File: src/hdl/wmrb_pkg.sv
// Package for the window mean ring buffer: sizes, FSM state type and the
// controller-to-datapath command struct. No dependencies.
package wmrb_pkg;

  // Window depth (1..64)
  localparam int unsigned DEPTH  = 5;

  // Field widths
  localparam int unsigned YearW  = 12;
  localparam int unsigned TagW   = 16;

  // Derived widths
  localparam int unsigned IdxW   = (DEPTH > 1) ? $clog2(DEPTH) : 1;
  localparam int unsigned CntW   = $clog2(DEPTH + 1);
  localparam int unsigned SumW   = $clog2(DEPTH * 4095 + 1);
  localparam int unsigned NumW   = $clog2(2 * DEPTH * 4095 + DEPTH + 1);
  localparam int unsigned DivW   = CntW + 1;
  // Quotient bits retired by the divider, one per cycle
  localparam int unsigned QuoW   = YearW;
  localparam int unsigned StepW  = $clog2(QuoW);

  typedef enum logic [1:0] {
    ST_IDLE,
    ST_LOAD,
    ST_DIVIDE,
    ST_WRITE
  } wmrb_state_e;

  // Commands from controller to datapath
  typedef struct packed {
    logic accept;  // take input beat: evict/insert, update sum and count
    logic load;    // set up divider from running sum and count
    logic step;    // one restoring-division step
    logic write;   // move result into output register
  } wmrb_cmd_t;

endpackage

File: src/hdl/wmrb_ctrl.sv
// Controller FSM for the window mean ring buffer.
// Depends on wmrb_pkg; drives wmrb_cmd_t to wmrb_datapath.
module wmrb_ctrl (
  input  logic               clk_i,
  input  logic               rst_ni,
  input  logic               in_valid_i,
  output logic               in_stall_o,
  output logic               out_valid_o,
  input  logic               out_stall_i,
  output wmrb_pkg::wmrb_cmd_t cmd_o
);

  wmrb_pkg::wmrb_state_e          state_q, state_d;
  logic [wmrb_pkg::StepW-1:0]     step_q, step_d;
  logic                           out_valid_q, out_valid_d;
  logic                           out_free;
  logic                           last_step;

  // Output register can take a new beat
  assign out_free  = !out_valid_q || !out_stall_i;
  assign last_step = (step_q == wmrb_pkg::StepW'(wmrb_pkg::QuoW - 1));

  // Next state
  always_comb begin
    state_d = state_q;
    case (state_q)
      wmrb_pkg::ST_IDLE: begin
        if (in_valid_i) state_d = wmrb_pkg::ST_LOAD;
      end
      wmrb_pkg::ST_LOAD: begin
        state_d = wmrb_pkg::ST_DIVIDE;
      end
      wmrb_pkg::ST_DIVIDE: begin
        if (last_step) state_d = wmrb_pkg::ST_WRITE;
      end
      wmrb_pkg::ST_WRITE: begin
        if (out_free) state_d = wmrb_pkg::ST_IDLE;
      end
      default: state_d = wmrb_pkg::ST_IDLE;
    endcase
  end

  // Commands
  always_comb begin
    cmd_o = '0;
    case (state_q)
      wmrb_pkg::ST_IDLE:   cmd_o.accept = in_valid_i;
      wmrb_pkg::ST_LOAD:   cmd_o.load   = 1'b1;
      wmrb_pkg::ST_DIVIDE: cmd_o.step   = 1'b1;
      wmrb_pkg::ST_WRITE:  cmd_o.write  = out_free;
      default:             cmd_o        = '0;
    endcase
  end

  // Step counter and output valid
  always_comb begin
    step_d = step_q;
    if (cmd_o.load) begin
      step_d = '0;
    end else if (cmd_o.step && !last_step) begin
      step_d = step_q + 1'b1;
    end
    out_valid_d = out_valid_q;
    if (cmd_o.write) begin
      out_valid_d = 1'b1;
    end else if (out_valid_q && !out_stall_i) begin
      out_valid_d = 1'b0;
    end
  end

  always_ff @(posedge clk_i or negedge rst_ni) begin
    if (!rst_ni) begin
      state_q     <= wmrb_pkg::ST_IDLE;
      step_q      <= '0;
      out_valid_q <= 1'b0;
    end else begin
      state_q     <= state_d;
      step_q      <= step_d;
      out_valid_q <= out_valid_d;
    end
  end

  assign in_stall_o  = (state_q != wmrb_pkg::ST_IDLE);
  assign out_valid_o = out_valid_q;

endmodule

File: src/hdl/wmrb_datapath.sv
// Datapath for the window mean ring buffer: entry stores, ring pointers,
// running sum, bit-serial divider and output register. Depends on wmrb_pkg.
module wmrb_datapath (
  input  logic                        clk_i,
  input  logic                        rst_ni,
  input  wmrb_pkg::wmrb_cmd_t         cmd_i,
  input  logic [wmrb_pkg::YearW-1:0]  year_value_i,
  input  logic [wmrb_pkg::TagW-1:0]   entry_tag_i,
  output logic                        evicted_o,
  output logic [wmrb_pkg::TagW-1:0]   evicted_tag_o,
  output logic [wmrb_pkg::YearW-1:0]  mean_year_o
);

  // Entry stores, no reset: only written slots are read
  logic [wmrb_pkg::YearW-1:0] year_mem_q [wmrb_pkg::DEPTH];
  logic [wmrb_pkg::TagW-1:0]  tag_mem_q  [wmrb_pkg::DEPTH];

  logic [wmrb_pkg::IdxW-1:0]  head_q, head_d, tail_q, tail_d;
  logic [wmrb_pkg::CntW-1:0]  count_q, count_d;
  logic [wmrb_pkg::SumW-1:0]  sum_q, sum_d;
  logic                       full;

  logic                       ev_q;
  logic [wmrb_pkg::TagW-1:0]  ev_tag_q;

  logic [wmrb_pkg::DivW-1:0]  rem_q;
  logic [wmrb_pkg::QuoW-1:0]  nlo_q;
  logic [wmrb_pkg::QuoW-1:0]  quo_q;
  logic [wmrb_pkg::NumW-1:0]  num;
  logic [wmrb_pkg::DivW-1:0]  divisor;
  logic [wmrb_pkg::DivW:0]    trial;
  logic [wmrb_pkg::DivW:0]    diff;
  logic                       qbit;

  logic                        out_ev_q;
  logic [wmrb_pkg::TagW-1:0]   out_tag_q;
  logic [wmrb_pkg::YearW-1:0]  out_mean_q;

  function automatic logic [wmrb_pkg::IdxW-1:0] next_idx(
    input logic [wmrb_pkg::IdxW-1:0] idx
  );
    if (idx == wmrb_pkg::IdxW'(wmrb_pkg::DEPTH - 1)) return '0;
    return idx + 1'b1;
  endfunction

  // Ring bookkeeping on each accepted beat
  assign full = (count_q == wmrb_pkg::CntW'(wmrb_pkg::DEPTH));

  always_comb begin
    head_d  = head_q;
    tail_d  = tail_q;
    count_d = count_q;
    sum_d   = sum_q;
    if (cmd_i.accept) begin
      tail_d = next_idx(tail_q);
      if (full) begin
        head_d = next_idx(head_q);
        sum_d  = sum_q - wmrb_pkg::SumW'(year_mem_q[head_q])
                       + wmrb_pkg::SumW'(year_value_i);
      end else begin
        count_d = count_q + 1'b1;
        sum_d   = sum_q + wmrb_pkg::SumW'(year_value_i);
      end
    end
  end

  always_ff @(posedge clk_i or negedge rst_ni) begin
    if (!rst_ni) begin
      head_q  <= '0;
      tail_q  <= '0;
      count_q <= '0;
      sum_q   <= '0;
    end else begin
      head_q  <= head_d;
      tail_q  <= tail_d;
      count_q <= count_d;
      sum_q   <= sum_d;
    end
  end

  // Store write and eviction capture; head is read before the slot is overwritten
  always_ff @(posedge clk_i) begin
    if (cmd_i.accept) begin
      year_mem_q[tail_q] <= year_value_i;
      tag_mem_q[tail_q]  <= entry_tag_i;
      ev_q               <= full;
      ev_tag_q           <= full ? tag_mem_q[head_q] : '0;
    end
  end

  // Divider: (2*sum + count) / (2*count); quotient fits in QuoW bits, so the
  // upper numerator bits start out below the divisor
  assign num     = wmrb_pkg::NumW'({sum_q, 1'b0}) + wmrb_pkg::NumW'(count_q);
  assign divisor = {count_q, 1'b0};
  assign trial   = {rem_q, nlo_q[wmrb_pkg::QuoW-1]};
  assign diff    = trial - {1'b0, divisor};
  assign qbit    = (trial >= {1'b0, divisor});

  always_ff @(posedge clk_i) begin
    if (cmd_i.load) begin
      rem_q <= wmrb_pkg::DivW'(num >> wmrb_pkg::QuoW);
      nlo_q <= num[wmrb_pkg::QuoW-1:0];
      quo_q <= '0;
    end else if (cmd_i.step) begin
      rem_q <= qbit ? diff[wmrb_pkg::DivW-1:0] : trial[wmrb_pkg::DivW-1:0];
      nlo_q <= {nlo_q[wmrb_pkg::QuoW-2:0], 1'b0};
      quo_q <= {quo_q[wmrb_pkg::QuoW-2:0], qbit};
    end
  end

  // Output register
  always_ff @(posedge clk_i) begin
    if (cmd_i.write) begin
      out_ev_q   <= ev_q;
      out_tag_q  <= ev_tag_q;
      out_mean_q <= quo_q;
    end
  end

  assign evicted_o     = out_ev_q;
  assign evicted_tag_o = out_tag_q;
  assign mean_year_o   = out_mean_q;

  // Checks
  a_count_range: assert property (@(posedge clk_i) disable iff (!rst_ni)
    count_q <= wmrb_pkg::CntW'(wmrb_pkg::DEPTH))
    else $error("entry count above depth");

  a_empty_sum: assert property (@(posedge clk_i) disable iff (!rst_ni)
    (count_q == '0) |-> (sum_q == '0))
    else $error("running sum nonzero with empty window");

  a_ptr_align: assert property (@(posedge clk_i) disable iff (!rst_ni)
    ((count_q == '0) || full) |-> (head_q == tail_q))
    else $error("head and tail disagree for empty or full window");

  a_not_empty: assert property (@(posedge clk_i) disable iff (!rst_ni)
    cmd_i.accept |=> (count_q != '0))
    else $error("window empty after insert");

  a_rem_below: assert property (@(posedge clk_i) disable iff (!rst_ni)
    cmd_i.step |-> (rem_q < divisor))
    else $error("divider remainder not below divisor");

endmodule

File: src/hdl/window_mean_ring_buffer_unit.sv
// Window mean ring buffer: keeps the last DEPTH (year, tag) beats and
// reports the rounded half-up mean of the stored years after each insert.
//
// Input channel: in_valid_i / in_stall_o with year_value_i and entry_tag_i.
// A beat is taken at a clock edge with in_valid_i high and in_stall_o low.
// Output channel: out_valid_o / out_stall_i with evicted_o, evicted_tag_o
// and mean_year_o; one output beat per input beat, in order.
// When the window is full, the oldest entry is dropped first and its tag
// is reported with evicted_o high; otherwise evicted_tag_o is 0.
// The result is built in turn: the beat is inserted, the divider is set
// up, 12 divider steps retire one quotient bit per cycle, and the quotient
// is written to the output register. The input stays stalled from a beat
// until its result is written, so no new beat is taken before that.
// A finished result waits in the output register while the next input is
// taken; if the receiver still stalls when the next result is done, the
// block holds that result and keeps in_stall_o high.
// Reset (rst_ni low, asynchronous) empties the window and clears valid.
module window_mean_ring_buffer_unit (
  input  logic                        clk_i,
  input  logic                        rst_ni,
  input  logic                        in_valid_i,
  output logic                        in_stall_o,
  input  logic [wmrb_pkg::YearW-1:0]  year_value_i,
  input  logic [wmrb_pkg::TagW-1:0]   entry_tag_i,
  output logic                        out_valid_o,
  input  logic                        out_stall_i,
  output logic                        evicted_o,
  output logic [wmrb_pkg::TagW-1:0]   evicted_tag_o,
  output logic [wmrb_pkg::YearW-1:0]  mean_year_o
);

  wmrb_pkg::wmrb_cmd_t cmd;

  wmrb_ctrl u_ctrl (
    .clk_i       (clk_i),
    .rst_ni      (rst_ni),
    .in_valid_i  (in_valid_i),
    .in_stall_o  (in_stall_o),
    .out_valid_o (out_valid_o),
    .out_stall_i (out_stall_i),
    .cmd_o       (cmd)
  );

  wmrb_datapath u_datapath (
    .clk_i         (clk_i),
    .rst_ni        (rst_ni),
    .cmd_i         (cmd),
    .year_value_i  (year_value_i),
    .entry_tag_i   (entry_tag_i),
    .evicted_o     (evicted_o),
    .evicted_tag_o (evicted_tag_o),
    .mean_year_o   (mean_year_o)
  );

endmodule

File: config.mk
export PLATFORM = sky130hd
export DESIGN_NAME = window_mean_ring_buffer_unit
export DESIGN_NICKNAME = d
export VERILOG_FILES = /design/src/hdl/wmrb_pkg.sv /design/src/hdl/wmrb_ctrl.sv /design/src/hdl/wmrb_datapath.sv /design/src/hdl/window_mean_ring_buffer_unit.sv
export SDC_FILE = /design/constraint.sdc
export NUM_CORES = 1
export LEC_CHECK = 0
export BUFFER_PORTS_ARGS = -buffer_cell sky130_fd_sc_hd__buf_2
export CORE_MARGIN = 4
export CORE_UTILIZATION = 35
export CTS_BUF_LIST = sky130_fd_sc_hd__clkbuf_2 sky130_fd_sc_hd__clkbuf_4 sky130_fd_sc_hd__clkbuf_8
export CTS_CLUSTER_SIZE = 40
export DETAILED_ROUTE_END_ITERATION = 12
export PLACE_DENSITY = 0.49
export REMOVE_ABC_BUFFERS = 1
export SETUP_SLACK_MARGIN = 0.5
export SLEW_MARGIN = 10
export SYNTH_ARGS = -nofsm -noshare
export SYNTH_HDL_FRONTEND = slang
export SYNTH_HIERARCHICAL = 1
export SYNTH_SLANG_ARGS = --single-unit
File: constraint.sdc
create_clock -name clk_i -period 7 [get_ports clk_i]
set_input_delay 0.7 -clock clk_i [delete_from_list [all_inputs] [get_ports clk_i]]
set_output_delay 0.7 -clock clk_i [all_outputs]
set_load 0.01 [all_outputs]
== Word-level counts from Yosys, hierarchy flattened ==
Memories as Yosys holds them, arrays and structs flattened. A register that Yosys moved wholly into a read port is not among the register bits.
Index checks and enable logic that the tools add are counted.

* $add $sub $neg: 9
* Magnitude comparators: 1
* Equal/unequal tests: 10
* Multiplexer cells: 29
* Bitwise gates (word level): 1
* Reductions and logical operators: 15

{| class="wikitable"
|+ Operators by type and width
! kind !! number
|-
| 15-bit by 12-bit adder with 15-bit output || 2
|-
| 12-bit 2-to-1 mux || 2
|-
| 4-bit 2-to-1 mux || 5
|-
| 16-bit by 3-bit adder with 16-bit output || 1
|-
| 15-bit 2-to-1 mux || 1
|-
| 15-bit by 12-bit subtractor with 15-bit output || 1
|-
| 1-bit 2-to-1 mux || 13
|-
| 3-bit 2-to-1 mux || 4
|-
| 3-bit by 1-bit adder with 3-bit output (second input constant) || 3
|-
| 3-bit equality test (second input constant) || 3
|-
| 2-bit case mux with 4 select lines || 1
|-
| 2-bit nonzero test || 4
|-
| 2-bit 2-to-1 mux || 3
|-
| 5-bit by 4-bit greater-or-equal comparator with 1-bit output || 1
|-
| 4-bit by 1-bit adder with 4-bit output (second input constant) || 1
|-
| 2-bit equality test (second input constant) || 2
|-
| 4-bit equality test (second input constant) || 1
|-
| 1-bit zero test || 4
|-
| 2-bit by 1-bit inequality test with 1-bit output (second input constant) || 2
|-
| 2-bit AND reduction || 2
|-
| 4-bit subtractor || 1
|-
| 3-bit AND reduction || 1
|-
| 2-bit by 1-bit equality test with 1-bit output (second input constant) || 1
|-
| 1-bit logical AND || 2
|-
| 4 further kinds || 4
|}

* Register bits: 89
* RAM bits: 140
* Bits of input ports: 32
* Output and inout bits: 31
* Memories kept: 2

{| class="wikitable"
|+ Memories
! memory !! depth !! width !! rd ports !! clocked after Yosys merged registers in !! write ports !! RTL line !! source
|-
| u_datapath.tag_mem_q || 5 || 16 || 1 || 1 || 1 || wmrb_datapath.sv:16 || <nowiki>logic [wmrb_pkg::TagW-1:0] tag_mem_q [wmrb_pkg::DEPTH];</nowiki>
|-
| u_datapath.year_mem_q || 5 || 12 || 1 || 0 || 1 || wmrb_datapath.sv:15 || <nowiki>logic [wmrb_pkg::YearW-1:0] year_mem_q [wmrb_pkg::DEPTH];</nowiki>
|}

== Longest topological paths before layout ==
* Word-level depth: 5
* Gate-level depth with buffers: 15
* Gate-level depth less buffers: 14

== By module ==
The synthesis kept the hierarchy.

{| class="wikitable"
|+ By module, submodules not included
! module !! instances !! cells an instance !! area an instance (µm²) !! seq. area each (µm²)
|-
| wmrb_datapath || 1 || 746 || 10840.4 || 6906.6
|-
| wmrb_ctrl || 1 || 42 || 464.2 || 175.2
|}

== Worst setup path after synthesis ==
No wires, ideal clock.

* Path type: register -> register
* From: register u_ctrl.state_q[0]
* To: memory u_datapath/tag_mem_q[4][0] (netlist name) (enable)
* Arrival: 4.408 ns
* Required time: 6.546 ns
* Setup slack: 2.137 ns
* Cell stages (with the launch flop): 9
* Buffers on the path: 2
* Cells stage by stage: dfrtp_1 > inv_1 > ha_1 > inv_1 > nor2_1 > clkbuf_1 > clkbuf_1 > nand2_1 > nor3b_1

{| class="wikitable"
|+ RTL lines
! what !! RTL line !! source
|-
| from (decl) || wmrb_ctrl.sv:13 || <nowiki>wmrb_pkg::wmrb_state_e state_q, state_d;</nowiki>
|-
| from (signal assigned) || wmrb_ctrl.sv:73 || <nowiki>state_q <= wmrb_pkg::ST_IDLE;</nowiki>
|-
| from (signal assigned) || wmrb_ctrl.sv:77 || <nowiki>state_q <= state_d;</nowiki>
|-
| to (decl) || wmrb_datapath.sv:16 ||
|}

== Final worst setup path ==
* From: register u_datapath/head_q[1] (netlist name)
* To: register u_datapath/sum_q[12] (netlist name)

* Longest elaborated chain between the ends: 4

{| class="wikitable"
|+ Ends and longest elaborated chain
! what !! RTL line !! source
|-
| from (decl) || wmrb_datapath.sv:18 || <nowiki>logic [wmrb_pkg::IdxW-1:0] head_q, head_d, tail_q, tail_d;</nowiki>
|-
| from (signal assigned) || wmrb_datapath.sv:69 || <nowiki>head_q <= '0;</nowiki>
|-
| from (signal assigned) || wmrb_datapath.sv:74 || <nowiki>head_q <= head_d;</nowiki>
|-
| memory read 5 x 12 bit || - ||
|-
| 15-bit by 12-bit subtractor with 15-bit output || wmrb_datapath.sv:58 || <nowiki>sum_d = sum_q - wmrb_pkg::SumW'(year_mem_q[head_q])</nowiki>
|-
| 15-bit by 12-bit adder with 15-bit output || wmrb_datapath.sv:59 || <nowiki>+ wmrb_pkg::SumW'(year_value_i);</nowiki>
|-
| 15-bit 2-to-1 mux || wmrb_datapath.sv:56 || <nowiki>if (full) begin</nowiki>
|-
| to (signal assigned) || wmrb_datapath.sv:77 || <nowiki>sum_q <= sum_d;</nowiki>
|-
| to (decl) || wmrb_datapath.sv:20 || <nowiki>logic [wmrb_pkg::SumW-1:0] sum_q, sum_d;</nowiki>
|}

No other way between the ends.
A chain may end at the register's enable or synchronous reset.

==> flow_metrics.env <==
export IMPL_status="completed"
export IMPL_max_freq_ghz=0.227
export IMPL_area_delta_synth_final_pct=15.5
export IMPL_grt_use_total_pct=13.2
export IMPL_multi_input_area_sq_um=3890
export IMPL_regArea_sq_um=7080
export IMPL_grt_pass1_vias=6639
export IMPL_peakVddDrop_mv=0.175
export IMPL_h_tree_depth=2
export IMPL_synthTopCellsByArea="edfxtp_1, dfrtp_1, mux4_2"
export IMPL_finalMaxSlewViolations=0
export IMPL_cts_tree="yes"
export IMPL_place_inst=1239
export IMPL_synth_seq_area_share_pct=62.6
export IMPL_netlist_instances=788
export IMPL_die_h_um=188
export IMPL_ys_flop_type="edfxtp_1"
export IMPL_cts_buffer_depth=3
export IMPL_synth_edf_count=202
export IMPL_cts_buffers=43
export IMPL_worst_endpoint_arrival_ns=4.81
export IMPL_startpoint_type="flip-flop"
export IMPL_yosysTopAreaCell="edfxtp_1"
export IMPL_dp_worst_setup_slack_ns=2.57
export IMPL_fin_ws_ns=2.59
export IMPL_total_leakage_power_nw=4.97
export IMPL_cts_setup_buffers=0
export IMPL_grt_overflow_total=0
export IMPL_syn_avg_cell_area_sq_um=14.3
export IMPL_rr_worst_depth=12
export IMPL_post_route_min_period_ns=4.41
export IMPL_final_cell_count_no_fill=1316
export IMPL_ctsHoldBuffers=0
export IMPL_worst_path_max_fanout=21
export IMPL_tightest_slew_ns=1.01
export IMPL_reg2reg_slack_ns=2.59
export IMPL_synth_fa_ha_area_share_pct=7.64
export IMPL_crit_path_end_kind="flip-flop"
export IMPL_initialDrtViolationCount=408
export IMPL_p_per_area_nw_per_um2=464
export IMPL_grt_pass1_wl_um=37100
export IMPL_firstDrtPassIters=5
export IMPL_remaining_drc_errors=0
export IMPL_vias=6494
export IMPL_hold_violations=0
export IMPL_r2r_end="u_datapath/sum_q[12]"
export IMPL_synth_xor_area_share_pct=2.71
export IMPL_synth_compound_area_share_pct=7.05
export IMPL_drt_total_wl_um=23200
export IMPL_synth_seq_cells=245
export IMPL_async_flop_share_pct=12.7
export IMPL_ant_nets=0
export IMPL_clock_skew_ns=0.0316
export IMPL_die_width_um=188
export IMPL_drive_above_1_share_pct=23.6
export IMPL_diodes=0
export IMPL_clockRootBuffer="clkbuf_8"
export IMPL_dpl_hpwl_um=14800
export IMPL_antenna_found_initial=0
export IMPL_synth_top_family_by_area="multiplexers"
export IMPL_rows=65
export IMPL_synth_top_area_share_pct=53.7
export IMPL_viasPerCell=4.93
export IMPL_ys_types=60
export IMPL_synth_mux_area_share_pct=10.1
export IMPL_hold_path_class="primary input to async pin"
export IMPL_wire_per_inst_um=17.7
export IMPL_die_area_sq_um=35200
export IMPL_initial_core_util_pct=35.6
export IMPL_cts_resized_gates=0
export IMPL_synthSimpleGateAreaFrac_pct=6.53
export IMPL_grt_max_degree=52
export IMPL_syn_area_sq_um=11300
export IMPL_critPathRequiredTime_ns=7.40
export IMPL_slew_headroom_pct=32.8
export IMPL_io_pins=63
export IMPL_core_area_sq_um=31700
export IMPL_grt_setup_unrepaired="no"
export IMPL_yosysWarnings=6
export IMPL_io_buffers=62
export IMPL_maxCapViolCount=0
export IMPL_setup_viol=0
export IMPL_fin_crit_sh_pct=63.0
export IMPL_path_clk_slew_ns=0.06
export IMPL_gp_congestion=0.796
export IMPL_final_setup_tns_ns=0
export IMPL_reg2reg_from="u_datapath/head_q[1]"
export IMPL_critPathKind="flip-flop to flip-flop"
export IMPL_cts_sinks=245
export IMPL_synth_common_cells="edfxtp_1, inv_1, nor2_1"
export IMPL_num_fill_cells=2989
export IMPL_synth_most_common_cell="edfxtp_1"
export IMPL_nets=974
export IMPL_clock_latency_ns=0.56
==> final cells by class <==
class                           instances  share of cell area (%)
Clock buffer                           62                    5.86
Clock inverter                         15                    1.06
Inverter                               70                    2.01
Multi-Input combinational cell        446                    29.8
Sequential cell                       245                    54.2
Tap cell                              402                    3.85
Timing Repair Buffer                   76                    3.18
==> per-stage QoR <==
step / power, W / utilization (%) / hold slack, ns / area, sq um
finish: 0.00605 / 41.2 / 0.252 / 13100
global route: 0.00655 / 41.2 / 0.296 / 13100
CTS: 0.00615 / 41.2 / 0.259 / 13100
detailed placement: 0.00475 / 38.3 / 0.405 / 12200
global placement: 0.00474 / 38.3 / 0.401 / 12200
floorplan: 0.00408 / - / 0.400 / 11200
==> routing by layer <==
metal	vias to the layer above	share of wire [%]	GRT usage, %
li1	3096	-	-
met1	3220	47	18.4
met2	145	47	21.0
met3	33	4.5	2.62
met4	0	1.9	3.95
met5	-	0	0
==> worst max-delay path: stages, from the launching register on <==
cell and delay (ns):
dfrtp_1 1.01, buf_4 0.37, mux4_2 0.31, mux2_2 0.28
fa_1 0.48, fa_1 0.47, and2b_1 0.25, o211ai_2 0.11
a31oi_2 0.37, a21oi_1 0.17, o21ai_0 0.22, xnor2_1 0.16
o211ai_2 0.09
==> layout by cell type, fill, tap and decap left out, types with 3 or more instances in the layout <==
cell type | netlist | routed
o21ai_0 | 29 | 29
xor2_1 | 10 | 10
o211ai_1 | 3 | 3
nand2_1 | 30 | 30
xnor2_1 | 25 | 25
clkbuf_4 | 0 | 14
clkbuf_8 | 0 | 48
inv_1 | 70 | 70
and3_1 | 7 | 7
clkinv_1 | 0 | 6
clkinv_2 | 0 | 3
nand2b_1 | 9 | 9
nor2b_1 | 5 | 5
ha_1 | 45 | 45
dfrtp_1 | 31 | 30
buf_4 | 1 | 14
nand3_1 | 15 | 15
a31oi_1 | 4 | 4
mux2i_1 | 33 | 33
dfxtp_1 | 12 | 12
a211oi_1 | 8 | 8
edfxtp_1 | 202 | 202
a21o_1 | 10 | 10
mux4_2 | 28 | 28
a21oi_1 | 38 | 38
fa_1 | 15 | 15
nor2_1 | 66 | 63
buf_2 | 4 | 62
o21a_1 | 3 | 3
mux2_2 | 15 | 15
o221ai_1 | 3 | 3
nor3b_1 | 4 | 3
==> power breakdown <==
group	internal, W	switching [W]
sequential	0.00195	0.000207
clock	0.000782	0.000578
combinational	0.00111	0.00143
total	0.00384	0.00221
==> registers in the layout, summed over array words and instances (netlist names), 2 cells and up <==
signal                    cells
u_datapath/mean_year_o       12
u_datapath/rem_q              4
u_ctrl/step_q                 4
u_datapath/nlo_q             12
u_datapath/tail_q             3
u_datapath/evicted_tag_o     16
u_datapath/head_q             3
u_datapath/count_q            3
u_datapath/sum_q             15
u_datapath/ev_tag_q          16
u_datapath/quo_q             12
u_ctrl/state_q                2
u_datapath/year_mem_q        60
u_datapath/tag_mem_q         80
==> cells by family after synthesis <==
| logic type | after synthesis |
|---|---|
| flip-flops | 245 |
| AND/OR/NAND/NOR | 153 |
| AO/OA/AOI/OAI | 121 |
| buffers and inverters | 97 |
| multiplexers | 77 |
| adder cells (fa/ha/maj) | 60 |
| XOR/XNOR | 35 |
==> worst max path at each step <==
stage	startpoint	end	slack, ns	cells after the start
2_1_floorplan	u_ctrl/state_q[0]	u_datapath/tag_mem_q[4][0]	1.55	6
3_3_place_gp	u_datapath/head_q[1]	u_datapath/sum_q[12]	2.62	12
3_5_place_dp	u_datapath/head_q[1]	u_datapath/sum_q[12]	2.57	12
4_1_cts	u_datapath/head_q[1]	u_datapath/sum_q[12]	2.55	12
5_1_grt	u_datapath/head_q[1]	u_datapath/sum_q[12]	2.32	15
6_report	u_datapath/head_q[1]	u_datapath/sum_q[12]	2.59	12
Power figures use the tool's default switching activity.
